--- src/hdl/assert_macros.svh ---
// ----------------------------------------------------------------------------
// Assertion macros
// Concurrent assertion wrappers shared by the allocator modules; they
// compile to nothing when SYNTHESIS is defined.
// ----------------------------------------------------------------------------
`ifndef ASSERT_MACROS_SVH
`define ASSERT_MACROS_SVH
`ifndef SYNTHESIS
// expression holds at every edge out of reset
`define CBA_ASSERT_ALWAYS(lbl, clk, rst, expr) \
   lbl: assert property (@(posedge clk) disable iff (rst) (expr)) \
      else $error("assertion failed");
// consequent holds in the same cycle as the antecedent
`define CBA_ASSERT_IMPLY(lbl, clk, rst, ante, cons) \
   lbl: assert property (@(posedge clk) disable iff (rst) (ante) |-> (cons)) \
      else $error("assertion failed");
// consequent holds in the cycle after the antecedent
`define CBA_ASSERT_NEXT(lbl, clk, rst, ante, cons) \
   lbl: assert property (@(posedge clk) disable iff (rst) (ante) |=> (cons)) \
      else $error("assertion failed");
`else
`define CBA_ASSERT_ALWAYS(lbl, clk, rst, expr)
`define CBA_ASSERT_IMPLY(lbl, clk, rst, ante, cons)
`define CBA_ASSERT_NEXT(lbl, clk, rst, ante, cons)
`endif
`endif

--- src/hdl/cba_pkg.sv ---
// ----------------------------------------------------------------------------
// Contiguous block allocator package
// Result codes, field widths and the command/status bundles between the
// controller and the datapath.
// ----------------------------------------------------------------------------
package cba_pkg;

   // field widths of one item
   localparam int OWNER_W = 8;
   localparam int START_W = 5;
   localparam int COUNT_W = 6;
   localparam int INDEX_W = 4;

   // map entry value of a free block ('.')
   localparam logic [OWNER_W-1:0] FREE_MARK = 8'd46;

   typedef enum logic [1:0] {
      RSP_GRANTED  = 2'd0,
      RSP_RANGE    = 2'd1,
      RSP_OCCUPIED = 2'd2,
      RSP_FULL     = 2'd3
   } rsp_code_type;

   // controller to datapath
   typedef struct packed {
      logic         load;     // capture request fields
      logic         read;     // read map entry at pointer
      logic         step;     // advance pointer, count down remaining
      logic         rewind;   // pointer back to start of extent
      logic         write;    // mark map entry at pointer with owner
      logic         emit;     // load result into output register
      rsp_code_type code;     // result code for emit
   } cmd_type;

   // datapath to controller
   typedef struct packed {
      logic range_bad;   // extent runs past end of map
      logic remain_zero; // no blocks left in this pass
      logic remain_last; // one block left in this pass
      logic occupied;    // last map entry read is owned
      logic dir_full;    // no free directory slot
      logic out_free;    // output register can take a result
   } stat_type;

endpackage

--- src/hdl/contiguous_block_allocator.sv ---
// ----------------------------------------------------------------------------
// Contiguous block allocator
// Grants contiguous extents of a block map to owner ids and records them
// in a directory of extents.
// ----------------------------------------------------------------------------
// Usage:
//   A request item on req_ (owner id, start block, block count) yields one
//   result item on rsp_ (status, directory slot). Status is out of range,
//   blocks occupied, directory full or granted, tested in that order.
//   One request is worked at a time. The scan reads each block from the
//   registered map memory and then tests it; the fill writes one block a
//   cycle. The next request is taken in the cycle after its predecessor's
//   result is loaded.
//   The result sits in an output register; a new request is taken while it
//   waits, and that request holds at its end until the register is free.
//   Reset frees every map block and empties the directory at once; the
//   block is ready in the cycle after reset falls.
// ----------------------------------------------------------------------------
module contiguous_block_allocator #(
   parameter int BLOCKS      = 32,
   parameter int DIR_ENTRIES = 16
) (
   input  logic        clock,
   input  logic        reset,
   input  logic        req_tvalid,
   output logic        req_tready,
   input  logic [23:0] req_tdata,   // owner_id[7:0], start_block[12:8], block_count[18:13]
   output logic        rsp_tvalid,
   input  logic        rsp_tready,
   output logic [7:0]  rsp_tdata    // status[1:0], entry_index[5:2]
);

   cba_pkg::cmd_type               cmd;
   cba_pkg::stat_type              stat;
   cba_pkg::rsp_code_type          rsp_status;
   logic [cba_pkg::INDEX_W-1:0]    rsp_entry_index;

   cba_controller u_ctrl (
      .clock      (clock),
      .reset      (reset),
      .req_tvalid (req_tvalid),
      .req_tready (req_tready),
      .stat       (stat),
      .cmd        (cmd)
   );

   cba_datapath #(
      .BLOCKS      (BLOCKS),
      .DIR_ENTRIES (DIR_ENTRIES)
   ) u_dp (
      .clock           (clock),
      .reset           (reset),
      .owner_id        (req_tdata[7:0]),
      .start_block     (req_tdata[12:8]),
      .block_count     (req_tdata[18:13]),
      .cmd             (cmd),
      .stat            (stat),
      .rsp_tready      (rsp_tready),
      .rsp_tvalid      (rsp_tvalid),
      .rsp_status      (rsp_status),
      .rsp_entry_index (rsp_entry_index)
   );

   // pack result fields
   assign rsp_tdata = {2'b00, rsp_entry_index, rsp_status};

endmodule

--- src/hdl/cba_datapath.sv ---
// ----------------------------------------------------------------------------
// Allocator datapath
// Request registers, extent pointer and down-counter, block map memory with
// per-entry valid bits, directory fill count and the result register.
// ----------------------------------------------------------------------------
`include "assert_macros.svh"

module cba_datapath #(
   parameter int BLOCKS      = 32,
   parameter int DIR_ENTRIES = 16
) (
   input  logic                            clock,
   input  logic                            reset,
   input  logic [cba_pkg::OWNER_W-1:0]     owner_id,
   input  logic [cba_pkg::START_W-1:0]     start_block,
   input  logic [cba_pkg::COUNT_W-1:0]     block_count,
   input  cba_pkg::cmd_type                cmd,
   output cba_pkg::stat_type               stat,
   input  logic                            rsp_tready,
   output logic                            rsp_tvalid,
   output cba_pkg::rsp_code_type           rsp_status,
   output logic [cba_pkg::INDEX_W-1:0]     rsp_entry_index
);

   localparam int AW    = (BLOCKS > 1) ? $clog2(BLOCKS) : 1;
   localparam int CNT_W = $clog2(DIR_ENTRIES + 1);
   localparam int SUM_W = ($clog2(BLOCKS + 1) > 7) ? $clog2(BLOCKS + 1) : 7;

   logic [cba_pkg::OWNER_W-1:0] owner_ff, owner_in;
   logic [cba_pkg::START_W-1:0] start_ff, start_in;
   logic [cba_pkg::COUNT_W-1:0] count_ff, count_in;
   logic [AW-1:0]               ptr_ff, ptr_in;
   logic [cba_pkg::COUNT_W-1:0] remain_ff, remain_in;
   logic [CNT_W-1:0]            extents_ff, extents_in;
   logic [BLOCKS-1:0]           valid_ff, valid_in;
   logic [cba_pkg::OWNER_W-1:0] blk_mem [BLOCKS];
   logic [cba_pkg::OWNER_W-1:0] rd_data_ff;
   logic                        rd_valid_ff;
   logic                        rsp_valid_ff, rsp_valid_in;
   cba_pkg::rsp_code_type       rsp_status_ff, rsp_status_in;
   logic [cba_pkg::INDEX_W-1:0] rsp_index_ff, rsp_index_in;
   logic                        grant;

   assign grant = cmd.emit && (cmd.code == cba_pkg::RSP_GRANTED);

   // request fields, pointer and remaining count
   always_comb begin
      owner_in  = owner_ff;
      start_in  = start_ff;
      count_in  = count_ff;
      ptr_in    = ptr_ff;
      remain_in = remain_ff;
      if (cmd.load) begin
         owner_in  = owner_id;
         start_in  = start_block;
         count_in  = block_count;
         ptr_in    = AW'(start_block);
         remain_in = block_count;
      end else if (cmd.rewind) begin
         ptr_in    = AW'(start_ff);
         remain_in = count_ff;
      end else if (cmd.step) begin
         ptr_in    = ptr_ff + AW'(1);
         remain_in = remain_ff - cba_pkg::COUNT_W'(1);
      end
   end

   always_ff @(posedge clock) begin
      owner_ff  <= owner_in;
      start_ff  <= start_in;
      count_ff  <= count_in;
      ptr_ff    <= ptr_in;
      remain_ff <= remain_in;
   end

   // valid bits: an entry never written reads as free
   always_comb begin
      valid_in = valid_ff;
      if (cmd.write) begin
         valid_in[ptr_ff] = 1'b1;
      end
   end

   // block map memory, registered read
   always_ff @(posedge clock) begin
      if (cmd.write) begin
         blk_mem[ptr_ff] <= owner_ff;
      end
      if (cmd.read) begin
         rd_data_ff  <= blk_mem[ptr_ff];
         rd_valid_ff <= valid_ff[ptr_ff];
      end
   end

   // directory fill count and result register
   always_comb begin
      extents_in    = extents_ff;
      rsp_valid_in  = rsp_valid_ff && !rsp_tready;
      rsp_status_in = rsp_status_ff;
      rsp_index_in  = rsp_index_ff;
      if (cmd.emit) begin
         rsp_valid_in  = 1'b1;
         rsp_status_in = cmd.code;
         rsp_index_in  = '0;
         if (grant) begin
            rsp_index_in = cba_pkg::INDEX_W'(extents_ff);
            extents_in   = extents_ff + CNT_W'(1);
         end
      end
   end

   always_ff @(posedge clock) begin
      if (reset) begin
         valid_ff     <= '0;
         extents_ff   <= '0;
         rsp_valid_ff <= 1'b0;
      end else begin
         valid_ff     <= valid_in;
         extents_ff   <= extents_in;
         rsp_valid_ff <= rsp_valid_in;
      end
   end

   always_ff @(posedge clock) begin
      rsp_status_ff <= rsp_status_in;
      rsp_index_ff  <= rsp_index_in;
   end

   // status to controller
   always_comb begin
      stat.range_bad   = (SUM_W'(start_ff) + SUM_W'(count_ff)) > SUM_W'(BLOCKS);
      stat.remain_zero = (remain_ff == '0);
      stat.remain_last = (remain_ff == cba_pkg::COUNT_W'(1));
      stat.occupied    = rd_valid_ff && (rd_data_ff != cba_pkg::FREE_MARK);
      stat.dir_full    = (extents_ff == CNT_W'(DIR_ENTRIES));
      stat.out_free    = !rsp_valid_ff || rsp_tready;
   end

   assign rsp_tvalid      = rsp_valid_ff;
   assign rsp_status      = rsp_status_ff;
   assign rsp_entry_index = rsp_index_ff;

   `CBA_ASSERT_ALWAYS(a_count_bound, clock, reset, extents_ff <= CNT_W'(DIR_ENTRIES))
   `CBA_ASSERT_IMPLY(a_no_grant_full, clock, reset, grant, !stat.dir_full)
   `CBA_ASSERT_IMPLY(a_write_in_map, clock, reset, cmd.write, ptr_ff < BLOCKS)

endmodule

--- src/hdl/cba_controller.sv ---
// ----------------------------------------------------------------------------
// Allocator controller
// Sequences one request: range test, occupancy scan reading then testing
// each block, directory test, fill one block per cycle, then result hand-off.
// ----------------------------------------------------------------------------
`include "assert_macros.svh"

module cba_controller (
   input  logic                  clock,
   input  logic                  reset,
   input  logic                  req_tvalid,
   output logic                  req_tready,
   input  cba_pkg::stat_type     stat,
   output cba_pkg::cmd_type      cmd
);

   typedef enum logic [6:0] {
      ST_IDLE   = 7'b0000001,
      ST_RANGE  = 7'b0000010,
      ST_READ   = 7'b0000100,
      ST_TEST   = 7'b0001000,
      ST_FINISH = 7'b0010000,
      ST_FILL   = 7'b0100000,
      ST_DONE   = 7'b1000000
   } state_type;

   state_type             state_ff, state_in;
   cba_pkg::rsp_code_type code_ff, code_in;

   // next state and commands
   always_comb begin
      state_in   = state_ff;
      code_in    = code_ff;
      req_tready = 1'b0;
      cmd        = '0;
      cmd.code   = code_ff;
      unique case (state_ff)
         ST_IDLE: begin
            req_tready = 1'b1;
            if (req_tvalid) begin
               cmd.load = 1'b1;
               state_in = ST_RANGE;
            end
         end
         ST_RANGE: begin
            if (stat.range_bad) begin
               code_in  = cba_pkg::RSP_RANGE;
               state_in = ST_DONE;
            end else if (stat.remain_zero) begin
               state_in = ST_FINISH;
            end else begin
               state_in = ST_READ;
            end
         end
         ST_READ: begin
            cmd.read = 1'b1;
            state_in = ST_TEST;
         end
         ST_TEST: begin
            if (stat.occupied) begin
               code_in  = cba_pkg::RSP_OCCUPIED;
               state_in = ST_DONE;
            end else begin
               cmd.step = 1'b1;
               state_in = stat.remain_last ? ST_FINISH : ST_READ;
            end
         end
         ST_FINISH: begin
            if (stat.dir_full) begin
               code_in  = cba_pkg::RSP_FULL;
               state_in = ST_DONE;
            end else begin
               cmd.rewind = 1'b1;
               state_in   = ST_FILL;
            end
         end
         ST_FILL: begin
            if (stat.remain_zero) begin
               code_in  = cba_pkg::RSP_GRANTED;
               state_in = ST_DONE;
            end else begin
               cmd.write = 1'b1;
               cmd.step  = 1'b1;
            end
         end
         ST_DONE: begin
            if (stat.out_free) begin
               cmd.emit = 1'b1;
               state_in = ST_IDLE;
            end
         end
         default: begin
            state_in = ST_IDLE;
         end
      endcase
   end

   always_ff @(posedge clock) begin
      if (reset) begin
         state_ff <= ST_IDLE;
      end else begin
         state_ff <= state_in;
      end
   end

   always_ff @(posedge clock) begin
      code_ff <= code_in;
   end

   `CBA_ASSERT_IMPLY(a_emit_free, clock, reset, cmd.emit, stat.out_free)
   `CBA_ASSERT_NEXT(a_accept_range, clock, reset, req_tvalid && req_tready, state_ff == ST_RANGE)
   `CBA_ASSERT_IMPLY(a_write_fill, clock, reset, cmd.write, state_ff == ST_FILL)

endmodule

--- config.mk ---
export PLATFORM = sky130hd
export DESIGN_NAME = contiguous_block_allocator
export DESIGN_NICKNAME = d
export VERILOG_FILES = /design/src/hdl/cba_pkg.sv /design/src/hdl/contiguous_block_allocator.sv /design/src/hdl/cba_datapath.sv /design/src/hdl/cba_controller.sv
export VERILOG_INCLUDE_DIRS = /design/src /design/src/hdl
export SDC_FILE = /design/constraint.sdc
export NUM_CORES = 1
export LEC_CHECK = 0
export BUFFER_PORTS_ARGS = -buffer_cell sky130_fd_sc_hd__buf_2
export CAP_MARGIN = 25
export CELL_PAD_IN_SITES_DETAIL_PLACEMENT = 1
export CELL_PAD_IN_SITES_GLOBAL_PLACEMENT = 1
export CORE_UTILIZATION = 40
export CTS_BUF_LIST = sky130_fd_sc_hd__clkbuf_4 sky130_fd_sc_hd__clkbuf_8 sky130_fd_sc_hd__clkbuf_16
export CTS_CLUSTER_DIAMETER = 150
export CTS_CLUSTER_SIZE = 10
export DETAILED_ROUTE_END_ITERATION = 6
export HOLD_SLACK_MARGIN = 0.03
export PLACE_DENSITY = 0.63
export SLEW_MARGIN = 20
export SYNTH_ARGS = -nofsm -noshare
export SYNTH_HDL_FRONTEND = slang
export SYNTH_HIERARCHICAL = 1
export SYNTH_SLANG_ARGS = --single-unit
--- constraint.sdc ---
create_clock -name clock -period 2.67 [get_ports clock]
set_input_delay 0.534 -clock clock [delete_from_list [all_inputs] [get_ports clock]]
set_output_delay 0.534 -clock clock [all_outputs]
set_load 0.05 [all_outputs]
# Yosys cells after proc, flatten, opt, wreduce, memory -nomap -nowiden
# Memory sizes are Yosys's and may differ from the RTL's. A register that Yosys moved wholly into a read port is not among the register bits.
# Cells that the tools add are included.
[classes] n_div=0 eq_ne=16 shifts=0 magnitude_cmp=3 mul=0 reduce_logical=14 n_bitwise=1 mux=39 addsub=4
[op_table] cell="$pmux W7 S7" n=1
[op_table] cell="$mux W7" n=6
[op_table] cell="$or A32 B32 Y32" n=1
[op_table] cell="$mux W5" n=5
[op_table] cell="$mux W6" n=3
[op_table] cell="$mux W1" n=16
[op_table] cell="$ne A2 B2 Y1 const B" n=6
[op_table] cell="$add A5 B1 Y5 const B" n=2
[op_table] cell="$mux W2" n=4
[op_table] cell="$ne A8 B6 Y1 const B" n=1
[op_table] cell="$pmux W2 S4" n=1
[op_table] cell="$add A5 B6 Y7" n=1
[op_table] cell="$eq A7 B1 Y1 const B" n=1
[op_table] cell="$eq A7 B2 Y1 const B" n=1
[op_table] cell="$eq A7 B3 Y1 const B" n=1
[op_table] cell="$eq A7 B4 Y1 const B" n=1
[op_table] cell="$eq A7 B5 Y1 const B" n=1
[op_table] cell="$eq A7 B6 Y1 const B" n=1
[op_table] cell="$eq A7 B7 Y1 const B" n=1
[op_table] cell="$gt A7 B6 Y1 const B" n=1
[op_table] cell="$eq A6 B1 Y1 const B" n=1
[op_table] cell="$logic_not A6 Y1" n=1
[op_table] cell="$lt A5 B6 Y1 const B" n=1
[op_table] cell="$sub A6 B1 Y6 const B" n=1
[op_table] cell="other kinds (14)" n=18
[word_totals] ramBits=256 latch_bits=0 n_memories=1 reg_bits=84 rom_bits=0 elab_cells=91
[mem_list] name="u_dp.blk_mem" words=32 word_bits=8 rd=1 rd_clocked_by_memory_dff=1 wr=1 line_no="cba_datapath.sv:36" rtl="logic [cba_pkg::OWNER_W-1:0] blk_mem [BLOCKS];"

# Longest topological paths before layout
[logic_depth] word_depth=7 depth_mapped=12

# Cells and area by module
# The synthesis kept the hierarchy.
[by_module_without_submodules] module="cba_datapath" seq_area_each_um2=9799.4 cells_each=734 n_inst=1 area_per_inst_um2=13271.5
[by_module_without_submodules] module="cba_controller" seq_area_each_um2=200.2 cells_each=63 n_inst=1 area_per_inst_um2=590.6
[by_module_without_submodules] module="contiguous_block_allocator" seq_area_each_um2=0.0 cells_each=3 n_inst=1 area_per_inst_um2=18.8

# Worst setup path before layout
# No wires, ideal clock.
[synth_timing] path_type="register to register" from="register u_ctrl.state_ff[3]" to="register u_dp.ptr_ff[0] (enable)" arrival_time_ns=2.151 path_stages_with_launch=6 synth_period_minus_slack_ns=2.495 path_slack_ns=0.175 cell_sequence="dfxtp_1 buf_2 nor3_1 and4b_2 and2_1 or3_1"
[synth_rtl] item="start: declaration" line_no="cba_controller.sv:27" rtl="state_type state_ff, state_in;"
[synth_rtl] item="start signal: assignment" line_no="cba_controller.sv:102" rtl="state_ff <= state_in;"
[synth_rtl] item="end signal: assignment" line_no="cba_datapath.sv:72" rtl="ptr_ff <= ptr_in;"
[synth_rtl] item="end: declaration" line_no="cba_datapath.sv:32" rtl="logic [AW-1:0] ptr_ff, ptr_in;"

==> impl_metrics.env <==
export IMPL_reg2regPathDepth=5
export IMPL_netlist_area_mm2=0.0139
export IMPL_cts_sinks=348
export IMPL_crit_path_start_kind="register"
export IMPL_fmax_mhz=377
export IMPL_final_cells=1389
export IMPL_critPathBufInv=1
export IMPL_worst_ep_arrival_time_ns=2.91
export IMPL_drt_total_wl_um=32200
export IMPL_hold_end="u_dp/owner_ff[2]"
export IMPL_grt_overflow=0
export IMPL_synth_seq_cells=348
export IMPL_port_buffers=30
export IMPL_ctsHtreeMaxLevel=2
export IMPL_wire_per_inst_um=23.2
export IMPL_grt_setup_unrepaired="yes"
export IMPL_fp_dieArea_mm2=0.0355
export IMPL_dr_pass1_iters=4
export IMPL_design_area_mm2=0.0165
export IMPL_end_kind="register"
export IMPL_power_uw=12500
export IMPL_max_stage_delay_ns=0.57
export IMPL_rr_endpoint="u_dp/remain_ff[1]"
export IMPL_synth_edf_count=303
export IMPL_maxCapViolCount=0
export IMPL_ctsHoldBuffers=0
export IMPL_die_h_um=188
export IMPL_ys_flop_type="edfxtp_1"
export IMPL_cts_tree="yes"
export IMPL_place_congestion=0.867
export IMPL_clk_pin_slew_ns=0.06
export IMPL_hp_start="req_tdata[2]"
export IMPL_clk_latency_ns=0.52
export IMPL_placed_area_mm2=0.0150
export IMPL_cp_slowest_cell="or4_4"
export IMPL_hold_path_depth=1
export IMPL_hold_violations=0
export IMPL_critPathMaxFanout=18
export IMPL_clk_path_buf_depth=3
export IMPL_core_area_mm2=0.0339
export IMPL_ir_drop_mv=0.654
export IMPL_timing_clock_skew_ns=0.0258
export IMPL_hold_slack_ns=0.209
export IMPL_cp_required_ns=2.93
export IMPL_antenna_found_initial=0
export IMPL_drt_initial_drc_count=583
export IMPL_critPathTopFamily="simple AND/OR/NAND/NOR gates"
export IMPL_grt_pass1_wl_um=48600
export IMPL_area_delta_synth_final_pct=18.6
export IMPL_die_w_um=188
export IMPL_synth_cell_types=62
export IMPL_cp_cell_sequence="or4_4 > nor4_2 > buf_12 > mux2_2 > o21ai_0"
export IMPL_yosysSeqAreaShare=0.720
export IMPL_layout_nets=954
export IMPL_p_per_area_mw_per_mm2=759
export IMPL_worstMarginPinSlew_ns=0.781
export IMPL_outcome="finished, final reports clean"
export IMPL_hpwl_um=20800
export IMPL_drc=0
export IMPL_row_count=67
export IMPL_synth_async_reset_ratio=0
export IMPL_ant_nets=0
export IMPL_slew_headroom=0.477
export IMPL_syn_inst=800
export IMPL_yosys_warnings=6
export IMPL_drive_above_1_share=0.301
export IMPL_min_period_ns=2.65
export IMPL_period_share=0.993
export IMPL_grt_max_degree=47
export IMPL_grt_usage=0.184
export IMPL_post_route_util=0.486
export IMPL_start_util=0.410
export IMPL_vias=7434
export IMPL_power_leakage_uw=0.00551
export IMPL_timing_rr_start="u_ctrl/state_ff[0]"
export IMPL_diodes=0
export IMPL_report_final_slew_viol_count=0
export IMPL_io_pin_count=38
export IMPL_critPathKind="reg -> reg"
export IMPL_viasPerCell=5.35
export IMPL_dp_cells=1311
export IMPL_clock_root_buffer="clkbuf_16"
export IMPL_min_path_type="in -> reg"
export IMPL_reg2reg_slack_ns=0.02
export IMPL_grt_pass1_vias=7995
export IMPL_setup_violations=0
export IMPL_cts_made_buffers=40
export IMPL_syn_avg_cell_area_um2=17.4
[worst max path at each step]
| stage | start | endpoint | cells past startpoint | slack, ns |
|---|---|---|---|---|
| after CTS | u_dp/count_ff[0] | u_ctrl/code_ff[1] | 12 | 0.02 |
| after global routing | u_dp/count_ff[0] | u_ctrl/state_ff[2] | 13 | -0.05 |
| after detailed placement | u_dp/count_ff[0] | u_ctrl/code_ff[1] | 12 | -0.21 |
| after floorplan | u_ctrl/state_ff[3] | u_dp/ptr_ff[0] | 5 | 0.17 |
| final | u_ctrl/state_ff[0] | u_dp/remain_ff[1] | 5 | 0.02 |
| after global placement | u_dp/start_ff[0] | u_ctrl/code_ff[0] | 12 | -0.08 |
[metal layers]
metal / global-route usage / part of all wire / vias to the layer above
li1: - / - / 3352
met5: 0 / 0 / -
met3: 0.0272 / 0.040 / 43
met2: 0.308 / 0.49 / 140
met1: 0.251 / 0.45 / 3899
met4: 0.0478 / 0.018 / 0
[through the flow]
step           setup TNS, ns  worst slack, ns
2_1_floorplan              0            0.175
3_3_place_gp          -0.164          -0.0822
3_5_place_dp          -0.480           -0.210
5_1_grt               -0.190          -0.0511
4_1_cts                    0           0.0154
6_report                   0           0.0181
[logic make-up (layout without fill, tap and decap cells)]
| logic type | count (synthesis) | after routing | synth area share |
|---|---|---|---|
| AOI/OAI and AO/OA | 71 | 71 | 0.0345 |
| xor gates and xnor gates | 15 | 15 | 0.00946 |
| adders and majority gates | 15 | 15 | 0.0141 |
| buffers and inverters | 50 | 190 | 0.0190 |
| DFF | 348 | 348 | 0.720 |
| muxes | 78 | 78 | 0.122 |
| other | 1 | 2 | 0.000270 |
| and+or+nand+nor | 222 | 222 | 0.0806 |
[layout by cell type (no fill, tap or decap), types with 3 or more instances in the layout]
cell type  Yosys  layout
o21ai_0        9       9
nor2_1       124     123
nand4_1       10      10
buf_12         0       8
and2_1         9       9
and3b_1        4       4
buf_2         12      30
nand3_1        7       5
a22oi_1       36      36
ha_1          14      12
nor3b_2        3       5
o21ai_1        5       4
a21oi_2        0       3
dfxtp_1       45      45
clkbuf_16      0      41
inv_1         14      13
nand2_1       22      22
buf_4          3      63
xnor2_1        9       9
a21oi_1       12       8
xor2_1         6       6
and3_1         3       3
mux2i_1        3       3
nor3_1         6       4
mux4_2        71      71
edfxtp_1     303     303
clkbuf_4       0      30
[flip-flops by register name, summed over array words and instances (netlist names)]
signal and count:
u_ctrl/state_ff 7, u_ctrl/code_ff 2, u_dp/extents_ff 5, u_dp/blk_mem 256, u_dp/rsp_entry_index 4, u_dp/owner_ff 8
u_dp/ptr_ff 5, u_dp/start_ff 5, u_dp/count_ff 6, u_dp/rd_data_ff 8, u_dp/valid_ff 32, u_dp/rsp_tvalid 1
u_dp/remain_ff 6, u_dp/rd_valid_ff 1, u_dp/rsp_status 2
[repair_timing]
action	CTS	global route
endpoints found under the setup margin	4	16
buffers inserted	0	2
pin swaps	1	8
gates resized for setup	5	22
[worst reg2reg max path, delay by kind of cell (launching register included)]
kind / cells / cell delay (ns)
DFF: 1 / 0.35
muxes: 1 / 0.34
AOI/OAI and AO/OA: 1 / 0.37
and+or+nand+nor: 2 / 1.11
buffers and inverters: 1 / 0.23
[cells in the mapped netlist (4+ instances only)]
master | number | area share
buf_2 | 12 | 0.0043
and2_1 | 9 | 0.0041
a21oi_1 | 12 | 0.0043
and3b_1 | 4 | 0.0025
xnor2_1 | 9 | 0.0057
xor2_1 | 6 | 0.0038
nor3b_1 | 4 | 0.0022
o21ai_1 | 5 | 0.0018
nand3_1 | 7 | 0.0025
mux4_2 | 71 | 0.12
buf_6 | 5 | 0.0041
a22oi_1 | 36 | 0.019
nor3_1 | 6 | 0.0022
buf_1 | 6 | 0.0016
clkbuf_1 | 8 | 0.0022
ha_1 | 14 | 0.013
nand2_1 | 22 | 0.0059
inv_1 | 14 | 0.0038
edfxtp_1 | 303 | 0.66
nor2_1 | 124 | 0.034
o21ai_0 | 9 | 0.0032
nand4_1 | 10 | 0.0045
dfxtp_1 | 45 | 0.065
[layout make-up]
class	instances	area (µm²)
tap	448	561
fill	3245	17400
inverter	14	52.6
timing repair buffer	104	841
clock buffer	72	1260
multi-input combinational	403	3750
sequential	348	10000
[where the power goes]
group | leakage [µW] | switching, µW | internal (µW) | total (µW)
logic | 0.00176 | 666 | 501 | 1170
clock network | 0.000650 | 2000 | 3190 | 5190
registers | 0.00310 | 104 | 6030 | 6140
total | 0.00551 | 2770 | 9730 | 12500
Power figures use the tool's default switching activity.
